<file path="config.mk">
export PLATFORM = sky130hd
export DESIGN_NAME = chained_hash_table_core
export DESIGN_NICKNAME = d
export VERILOG_FILES = /design/src/design/cht_pkg.sv /design/src/design/cht_ctrl.sv /design/src/design/cht_dp.sv /design/src/design/chained_hash_table_core.sv
export SDC_FILE = /design/constraint.sdc
export NUM_CORES = 2
export LEC_CHECK = 0
export BUFFER_PORTS_ARGS = -buffer_cell sky130_fd_sc_hd__buf_4
export CAP_MARGIN = 10
export CORE_ASPECT_RATIO = 2
export CORE_MARGIN = 2
export CORE_UTILIZATION = 63
export CTS_CLUSTER_DIAMETER = 150
export DETAILED_ROUTE_END_ITERATION = 7
export GPL_TIMING_DRIVEN = 0
export PLACE_DENSITY_LB_ADDON = 0.25
export SLEW_MARGIN = 20
export SYNTH_ARGS = -nofsm -noshare
export SYNTH_HDL_FRONTEND = slang
export SYNTH_SLANG_ARGS = --single-unit
</file>
<file path="constraint.sdc">
create_clock -name clk -period 11.5 [get_ports clk]
set_clock_uncertainty 0.15 [all_clocks]
set_input_delay 0.575 -clock clk [delete_from_list [all_inputs] [get_ports clk]]
set_output_delay 0.575 -clock clk [all_outputs]
set_load 0.02 [all_outputs]
</file>
<file path="src/design/cht_pkg.sv">
// Shared constants, codes and controller/datapath interface types for the hash table core.
package cht_pkg;

	// table geometry
	localparam int NUM_BUCKETS = 16;
	localparam int WAYS        = 4;
	localparam int KEY_BITS    = 32;

	// derived widths
	localparam int BKT_W = (NUM_BUCKETS > 1) ? $clog2(NUM_BUCKETS) : 1;
	localparam int WAY_W = (WAYS > 1) ? $clog2(WAYS) : 1;
	localparam int MOD_W = $clog2(NUM_BUCKETS + 1);
	localparam int ROW_W = WAYS * KEY_BITS;

	// remainder unit: one 4-bit digit of the key per cycle
	localparam int DIGIT_W   = 4;
	localparam int DIV_STEPS = (KEY_BITS + DIGIT_W - 1) / DIGIT_W;
	localparam int PAD_W     = DIV_STEPS * DIGIT_W;
	localparam int CNT_W     = (DIV_STEPS > 1) ? $clog2(DIV_STEPS) : 1;

	// stream field widths
	localparam int KIND_W    = 2;
	localparam int STATUS_W  = 2;
	localparam int BUCKET_W  = 4;
	localparam int IN_DATA_W = 32;
	localparam int OUT_DATA_W = 8;
	localparam int CFG_W     = 5;

	// bucket_count value after reset
	localparam logic [CFG_W-1:0] BC_RESET = CFG_W'(16);

	// operation codes
	localparam logic [KIND_W-1:0] KIND_INSERT = 2'd0;
	localparam logic [KIND_W-1:0] KIND_DELETE = 2'd1;
	localparam logic [KIND_W-1:0] KIND_FIND   = 2'd2;

	// result codes
	localparam logic [STATUS_W-1:0] ST_OK   = 2'd0;
	localparam logic [STATUS_W-1:0] ST_MISS = 2'd1;
	localparam logic [STATUS_W-1:0] ST_FULL = 2'd2;

	// controller to datapath
	typedef struct packed {
		logic load;      // take the input transfer, start the remainder
		logic div_step;  // one digit of the remainder
		logic rd;        // read the bucket row
		logic commit;    // update the row and load the result
	} cht_cmd_t;

	// datapath to controller
	typedef struct packed {
		logic div_last;  // current digit is the final one
		logic out_free;  // result register can take a new result
	} cht_sts_t;

endpackage

</file>
<file path="src/design/cht_ctrl.sv">
// Sequencing state machine for the hash table core.
module cht_ctrl
	import cht_pkg::*;
(
	input  logic     clk,
	input  logic     arst_n,
	input  logic     s_tvalid,
	output logic     s_tready,
	input  cht_sts_t sts,
	output cht_cmd_t cmd
);

	localparam logic [1:0] S_IDLE = 2'd0;
	localparam logic [1:0] S_DIV  = 2'd1;
	localparam logic [1:0] S_RD   = 2'd2;
	localparam logic [1:0] S_UPD  = 2'd3;

	logic [1:0] state_q;
	logic [1:0] state_d;

	// next state and commands
	always_comb begin
		state_d      = state_q;
		cmd          = '0;
		s_tready     = 1'b0;
		case (state_q)
			S_IDLE: begin
				s_tready = 1'b1;
				if (s_tvalid) begin
					cmd.load = 1'b1;
					state_d  = S_DIV;
				end
			end
			S_DIV: begin
				cmd.div_step = 1'b1;
				if (sts.div_last) begin
					state_d = S_RD;
				end
			end
			S_RD: begin
				cmd.rd  = 1'b1;
				state_d = S_UPD;
			end
			S_UPD: begin
				// hold the row until the result register has room
				if (sts.out_free) begin
					cmd.commit = 1'b1;
					state_d    = S_IDLE;
				end
			end
			default: begin
				state_d = S_IDLE;
			end
		endcase
	end

	always_ff @(posedge clk or negedge arst_n) begin
		if (!arst_n) begin
			state_q <= S_IDLE;
		end else begin
			state_q <= state_d;
		end
	end

endmodule

</file>
<file path="src/design/cht_dp.sv">
// Datapath: remainder unit, bucket row memory, valid bits, result register, bucket_count.
module cht_dp
	import cht_pkg::*;
(
	input  logic                  clk,
	input  logic                  arst_n,
	input  cht_cmd_t              cmd,
	output cht_sts_t              sts,
	input  logic [IN_DATA_W-1:0]  s_tdata,
	input  logic [KIND_W-1:0]     s_tuser,
	output logic                  m_tvalid,
	input  logic                  m_tready,
	output logic [OUT_DATA_W-1:0] m_tdata,
	output logic [STATUS_W-1:0]   m_tuser,
	input  logic                  cfg_valid,
	output logic                  cfg_ready,
	input  logic [CFG_W-1:0]      cfg_data
);

	logic [CFG_W-1:0]    bc_q;
	logic [MOD_W-1:0]    mod_d;
	logic [MOD_W-1:0]    mod_q;
	logic [KIND_W-1:0]   kind_q;
	logic [KEY_BITS-1:0] key_q;
	logic [PAD_W-1:0]    digits_q;
	logic [CNT_W-1:0]    cnt_q;
	logic [MOD_W-1:0]    rem_q;
	logic [MOD_W-1:0]    rem_d;
	logic [BKT_W-1:0]    bkt;

	logic [ROW_W-1:0]    slot_keys_q [NUM_BUCKETS];
	logic [ROW_W-1:0]    rdata_q;
	logic [WAYS-1:0]     valid_q [NUM_BUCKETS];
	logic [WAYS-1:0]     vrow;

	logic [WAYS-1:0]     hit;
	logic                any_hit;
	logic                any_free;
	logic [WAY_W-1:0]    hit_way;
	logic [WAY_W-1:0]    free_way;
	logic [ROW_W-1:0]    wrow;
	logic [STATUS_W-1:0] status_d;

	logic                m_tvalid_q;
	logic [STATUS_W-1:0] status_q;
	logic [BUCKET_W-1:0] bucket_q;
	logic                out_free;

	// configuration register, always writable
	assign cfg_ready = 1'b1;

	always_ff @(posedge clk or negedge arst_n) begin
		if (!arst_n) begin
			bc_q <= BC_RESET;
		end else if (cfg_valid) begin
			bc_q <= cfg_data;
		end
	end

	// clamp bucket_count into 1..NUM_BUCKETS
	always_comb begin
		if (bc_q == '0) begin
			mod_d = MOD_W'(1);
		end else if (int'(bc_q) > NUM_BUCKETS) begin
			mod_d = MOD_W'(NUM_BUCKETS);
		end else begin
			mod_d = MOD_W'(bc_q);
		end
	end

	// four restoring steps per cycle, most significant digit first
	always_comb begin
		logic [MOD_W:0]        t;
		logic [MOD_W-1:0]      r;
		logic [DIGIT_W-1:0]    dig;
		r   = rem_q;
		dig = digits_q[PAD_W-1 -: DIGIT_W];
		for (int i = DIGIT_W - 1; i >= 0; i--) begin
			t = {r, dig[i]};
			if (t >= {1'b0, mod_q}) begin
				t = t - {1'b0, mod_q};
			end
			r = t[MOD_W-1:0];
		end
		rem_d = r;
	end

	assign sts.div_last = (cnt_q == CNT_W'(DIV_STEPS - 1));

	// item capture and remainder iteration
	always_ff @(posedge clk or negedge arst_n) begin
		if (!arst_n) begin
			rem_q <= '0;
			mod_q <= MOD_W'(1);
			cnt_q <= '0;
		end else if (cmd.load) begin
			rem_q <= '0;
			mod_q <= mod_d;
			cnt_q <= '0;
		end else if (cmd.div_step) begin
			rem_q <= rem_d;
			cnt_q <= cnt_q + CNT_W'(1);
		end
	end

	always_ff @(posedge clk) begin
		if (cmd.load) begin
			kind_q   <= s_tuser;
			key_q    <= s_tdata[KEY_BITS-1:0];
			digits_q <= PAD_W'(s_tdata[KEY_BITS-1:0]);
		end else if (cmd.div_step) begin
			digits_q <= digits_q << DIGIT_W;
		end
	end

	assign bkt = rem_q[BKT_W-1:0];

	// bucket row memory: registered read, row write on an insert commit with a free way
	always_ff @(posedge clk) begin
		if (cmd.rd) begin
			rdata_q <= slot_keys_q[bkt];
		end
		if (cmd.commit && kind_q == KIND_INSERT && any_free) begin
			slot_keys_q[bkt] <= wrow;
		end
	end

	// valid bits per bucket, cleared at reset
	always_ff @(posedge clk or negedge arst_n) begin
		if (!arst_n) begin
			for (int b = 0; b < NUM_BUCKETS; b++) begin
				valid_q[b] <= '0;
			end
		end else if (cmd.commit) begin
			if (kind_q == KIND_INSERT && any_free) begin
				valid_q[bkt][free_way] <= 1'b1;
			end else if (kind_q == KIND_DELETE && any_hit) begin
				valid_q[bkt][hit_way] <= 1'b0;
			end
		end
	end

	assign vrow = valid_q[bkt];

	// compare the row, pick lowest matching and lowest free ways
	always_comb begin
		hit_way  = '0;
		free_way = '0;
		for (int w = 0; w < WAYS; w++) begin
			hit[w] = vrow[w] && (rdata_q[w*KEY_BITS +: KEY_BITS] == key_q);
		end
		for (int w = WAYS - 1; w >= 0; w--) begin
			if (hit[w]) begin
				hit_way = WAY_W'(w);
			end
			if (!vrow[w]) begin
				free_way = WAY_W'(w);
			end
		end
		wrow = rdata_q;
		wrow[free_way*KEY_BITS +: KEY_BITS] = key_q;
	end

	assign any_hit  = |hit;
	assign any_free = ~&vrow;

	// result code
	always_comb begin
		case (kind_q)
			KIND_INSERT: status_d = any_free ? ST_OK : ST_FULL;
			KIND_DELETE: status_d = any_hit ? ST_OK : ST_MISS;
			default:     status_d = any_hit ? ST_OK : ST_MISS;
		endcase
	end

	// result register
	assign out_free     = !m_tvalid_q || m_tready;
	assign sts.out_free = out_free;

	always_ff @(posedge clk or negedge arst_n) begin
		if (!arst_n) begin
			m_tvalid_q <= 1'b0;
		end else if (cmd.commit) begin
			m_tvalid_q <= 1'b1;
		end else if (m_tready) begin
			m_tvalid_q <= 1'b0;
		end
	end

	always_ff @(posedge clk) begin
		if (cmd.commit) begin
			status_q <= status_d;
			bucket_q <= BUCKET_W'(rem_q);
		end
	end

	assign m_tvalid = m_tvalid_q;
	assign m_tuser  = status_q;
	assign m_tdata  = OUT_DATA_W'(bucket_q);

	// the remainder never reaches the modulus
	a_rem_range: assert property (@(posedge clk) disable iff (!arst_n)
		rem_q < mod_q)
		else $error("remainder not below modulus");

	// latched modulus stays within 1..NUM_BUCKETS
	a_mod_range: assert property (@(posedge clk) disable iff (!arst_n)
		(mod_q != '0) && (int'(mod_q) <= NUM_BUCKETS))
		else $error("modulus out of range");

	// a commit never overwrites a result still waiting
	a_commit_room: assert property (@(posedge clk) disable iff (!arst_n)
		cmd.commit |-> (!m_tvalid_q || m_tready))
		else $error("result overwritten");

	// a commit always presents a result on the next cycle
	a_commit_out: assert property (@(posedge clk) disable iff (!arst_n)
		cmd.commit |=> m_tvalid_q)
		else $error("result not presented after commit");

	// at most one datapath command is active in any cycle
	a_no_overlap: assert property (@(posedge clk) disable iff (!arst_n)
		$onehot0({cmd.load, cmd.div_step, cmd.rd, cmd.commit}))
		else $error("overlapping datapath commands");

endmodule

</file>
<file path="src/design/chained_hash_table_core.sv">
// Top level of the chained hash table core: controller and datapath.
//
// Hash set of 32-bit keys, 16 buckets of 4 slots each, bucket = key mod
// bucket_count (0 is used as 1, values above 16 as 16). Each input transfer
// (tuser = operation: 0 insert, 1 delete, 2 or 3 find; tdata = key) gives one
// result transfer (tuser = status: 0 done or hit, 1 not found, 2 bucket full;
// tdata[3:0] = bucket). From acceptance to the next acceptance, an item
// passes these steps: the remainder unit works through the key one 4-bit
// digit per cycle, then the bucket row is read from the key memory, then
// it is compared and written back; the result appears the cycle after
// that write. A waiting result does not block acceptance of the next
// item, only its final write-back. All slots are empty after reset, with no
// clearing pass. Write bucket_count only while the core is idle.
module chained_hash_table_core
	import cht_pkg::*;
(
	input  logic                  clk,
	input  logic                  arst_n,
	input  logic                  s_tvalid,
	output logic                  s_tready,
	input  logic [IN_DATA_W-1:0]  s_tdata,   // [31:0] key
	input  logic [KIND_W-1:0]     s_tuser,   // [1:0] kind
	output logic                  m_tvalid,
	input  logic                  m_tready,
	output logic [OUT_DATA_W-1:0] m_tdata,   // [3:0] bucket, [7:4] zero
	output logic [STATUS_W-1:0]   m_tuser,   // [1:0] status
	input  logic                  cfg_valid,
	output logic                  cfg_ready,
	input  logic [CFG_W-1:0]      cfg_data   // bucket_count
);

	cht_cmd_t cmd;
	cht_sts_t sts;

	cht_ctrl u_ctrl (
		.clk      (clk),
		.arst_n   (arst_n),
		.s_tvalid (s_tvalid),
		.s_tready (s_tready),
		.sts      (sts),
		.cmd      (cmd)
	);

	cht_dp u_dp (
		.clk       (clk),
		.arst_n    (arst_n),
		.cmd       (cmd),
		.sts       (sts),
		.s_tdata   (s_tdata),
		.s_tuser   (s_tuser),
		.m_tvalid  (m_tvalid),
		.m_tready  (m_tready),
		.m_tdata   (m_tdata),
		.m_tuser   (m_tuser),
		.cfg_valid (cfg_valid),
		.cfg_ready (cfg_ready),
		.cfg_data  (cfg_data)
	);

endmodule

</file>
==> qor.yml <==
drt:
  drtIter0Drc: 8845
  via_per_inst: 7.18
  drc: 4
  drt_pass1_iterations: 8
  wirelength_um: 262000
  postRouteAntennaNets: 0
  vias: 49130
  wl_per_cell_um: 38.2
synthesis:
  synth_top_area_share_pct: 73.6
  synth.ff_latch_count: 2333
  synthTopCellsByCount: "edfxtp_1 (2248), mux4_2 (651), nand2_1 (239), inv_1 (153)"
  yosysMostFrequentCell: "edfxtp_1"
  syn-instance-count: 4318
  syn_area_um2: 91700
  yosysWarnings: 0
  yosys-top-cells-area: "edfxtp_1 (74%), mux4_2 (16%), dfrtp_1 (2.3%)"
  synthArstFlopShare_pct: 3.64
  ys_seq_area_share_pct: 75.9
  postSynthAreaPerCell_um2: 21.2
  synth_cell_type_count: 66
  yosysTopAreaCell: "edfxtp_1"
  synth_edf_count: 2248
  synthFlopType: "edfxtp_1"
run:
  maxCapViolations: 0
floorplanning:
  design.die.area_um2: 149000
  coreArea_um2: 145000
  num_io_pins: 57
  die_w_um: 274
  fp.dieH_um: 544
  rows: 198
  start_util_pct: 63.3
pwr:
  p_int_uw: 19400
  switching_power_uw: 9870
  seq_power_share_pct: 42.5
  ir_drop_mv: 0.476
  p_leak_uw: 0.0338
  pwr-share-clk_pct: 22.2
  combPwrFrac_pct: 35.3
  power_density_nw_per_um2: 278
  switching_share_pct: 33.8
timing:
  period_share_pct: 71.5
  layout_setup_ws_ns: 3.28
  drv_slew: 0
  period_needed_ns: 8.22
  hold_violations: 0
  fin_tns_setup_ns: 0
  setup_viol: 0
  max_freq_ghz: 0.122
  worst_pin_slew_ns: 1.27
  rsz0062_at_grt: "no"
  slew_headroom_pct: 15.2
grt:
  gr-total-overflow: 0
  grt_pass1_wl_um: 368000
  grt_max_degree: 86
  globalRouteTotalUtil_pct: 36.1
  antenna_found_initial: 10
  grt_pass1_vias: 49657
critical_path:
  setup.worst_path.end_class: "flip-flop"
  cpMaxStageDelayCell: "clkbuf_1"
  reg2reg_depth: 26
  cp_num_cells: 26
  crit_buf_inv: 3
  crit_arrival_ns: 8.79
  timing.rr.end: "u_dp.rem_q[0]"
  required_ns: 12.07
  worst-setup-path-type: "flip-flop to flip-flop"
  slowest_delay_ns: 0.68
  cp-startpoint: "u_dp.rem_q[1]"
  crit_end: "u_dp.rem_q[0]"
  ff2ff_setup_slack_ns: 3.28
  crit_path_start_kind: "flip-flop"
  path_max_fanout: 10
  rr_startpoint: "u_dp.rem_q[1]"
  cp_top_family: "compound AO/OA/AOI/OAI gates"
cts:
  clk_pin_slew_ns: 0.07
  cts_num_sinks: 2333
  insertion_delay_ns: 0.85
  cts_buffers: 186
  cts_buffer_depth: 3
  post_cts_resize_count: 0
  htreeDepth: 4
  cts_tree: "done"
  cts_root_buf: "clkbuf_16"
final_layout:
  fill_cells: 7705
  drive_gt1_share_pct: 26.9
  multi_input_area_um2: 20700
  syn_to_final_growth_pct: 14.7
  final-seq-area_um2: 69600
  nets: 4855
min_path:
  holdPathStages: 2
  min_path_type: "input pin to flip-flop"
outcome:
  violations: "design-rule violations"
  status: "finished with violations"
placement:
  place_congestion: 0.872
  port-buffer-count: 51
  dp_hpwl_um: 158000
  dp_slack_ns: 3.39
==> repair_timing <==
item	in CTS	in global routing
setup buffers	0	0
hold buffers	46	0
endpoints found under the hold margin	154	0
==> sequential cells by signal (all words and copies together) (netlist names) <==
signal            count
u_dp.kind_q           2
u_dp.key_q           32
u_dp.m_tuser          2
u_dp.mod_q            5
u_dp.valid_q         64
u_ctrl.state_q        2
u_dp.cnt_q            3
u_dp.m_tvalid         1
u_dp.slot_keys_q   2048
u_dp.bc_q             5
u_dp.rdata_q        128
u_dp.bucket_q         4
u_dp.rem_q            5
u_dp.digits_q        32
==> layout by cell type (no fill, tap or decap), types with 16 or more instances in the layout <==
| master | n |
|---|---|
| nand4_1 | 34 |
| edfxtp_1 | 2248 |
| clkinv_2 | 32 |
| clkinv_1 | 41 |
| buf_1 | 22 |
| o21ai_1 | 154 |
| nand2_1 | 238 |
| buf_16 | 86 |
| clkbuf_1 | 138 |
| inv_1 | 153 |
| buf_2 | 38 |
| dlygate4sd3_1 | 47 |
| xnor2_1 | 137 |
| o21ai_2 | 18 |
| buf_12 | 69 |
| dfrtp_1 | 83 |
| nor2_4 | 16 |
| bufinv_16 | 18 |
| a21oi_1 | 122 |
| buf_4 | 62 |
| clkbuf_2 | 73 |
| clkbuf_16 | 190 |
| mux4_2 | 651 |
| ha_1 | 33 |
| nor2_1 | 24 |
==> worst min path at each step <==
stage,from,to,slack (ns)
2_1_floorplan,arst_n,u_ctrl.state_q[0],0.13
3_3_place_gp,u_dp.bc_q[0],u_dp.bc_q[0],0.35
3_5_place_dp,u_dp.bc_q[0],u_dp.bc_q[0],0.35
4_1_cts,s_tvalid,u_dp.digits_q[2],0.06
5_1_grt,s_tvalid,u_dp.digits_q[0],0.1
6_report,s_tvalid,u_dp.digits_q[0],0.11
==> worst register-to-register path: stages (launching register included) <==
cell,delay (ns)
dfrtp_1,0.59
clkbuf_1,0.59
clkbuf_1,0.69
clkbuf_1,0.57
mux2_2,0.31
ha_1,0.27
nor2_1,0.12
a21oi_1,0.08
o22a_1,0.23
a211oi_4,0.38
mux2_2,0.43
fa_1,0.40
nand2b_1,0.16
a21oi_1,0.28
o22ai_1,0.21
nand2_1,0.14
mux2_2,0.28
mux2i_1,0.33
ha_1,0.31
nand2_1,0.06
a21boi_0,0.09
o21a_1,0.18
o21ai_0,0.20
o311ai_1,0.19
a221oi_4,0.44
nor4_1,0.10
a311o_1,0.34
==> power groups by stage <==
| stage | clock (uW) | sequential, uW | combinational (uW) |
|---|---|---|---|
| after floorplan | 0 | 12500 | 6690 |
| after global placement | 0 | 12700 | 9230 |
| after detailed placement | 0 | 12600 | 9840 |
| after CTS | 6510 | 12400 | 10000 |
| after global routing | 6790 | 12500 | 10900 |
| final | 6490 | 12400 | 10300 |
==> area by class of cell <==
cell class,count,area share (%)
Multi-Input combinational cell,1588,19.6
Inverter,155,0.553
Sequential cell,2333,66.2
Buffer,245,1.10
Tap cell,1900,2.26
Clock inverter,113,1.07
Antenna cell,7,0.0167
Clock buffer,233,4.68
Timing Repair Buffer,264,4.48
==> through the flow <==
| stage | utilization [%] | cells | hold WS [ns] | area (um^2) | power, uW |
|---|---|---|---|---|---|
| after global routing | 72.6 | 6833 | 0.0995 | 105000 | 30100 |
| after CTS | 72.4 | 6823 | 0.0617 | 105000 | 29000 |
| final | 72.6 | 6838 | 0.113 | 105000 | 29200 |
| after detailed placement | 67.9 | 6431 | 0.349 | 98500 | 22400 |
| after global placement | 65.2 | 6272 | 0.348 | 94500 | 21900 |
| after floorplan | - | 4321 | 0.129 | 91700 | 19200 |
==> layer usage <==
metal / part of all wire [%] / GRT usage, %
met5: 0.0050 / 0
met4: 7.5 / 22.7
met3: 12 / 7.91
met2: 48 / 56.3
met1: 32 / 46.8
==> cells by family (layout without fill, tap and decap cells) <==
family                     Yosys count  after routing  share of synthesized area (%)
AOI/OAI and AO/OA                  332            332                           1.94
muxes                              682            682                           16.5
buffers and inverters              400           1010                           1.78
adders and majority gates           38             38                          0.551
and+or+nand+nor                    390            390                           1.93
DFF                               2333           2333                           75.9
other                                2             12                        0.00819
xor gates and xnor gates           141            141                           1.35
(Power assumes the default switching activity.)
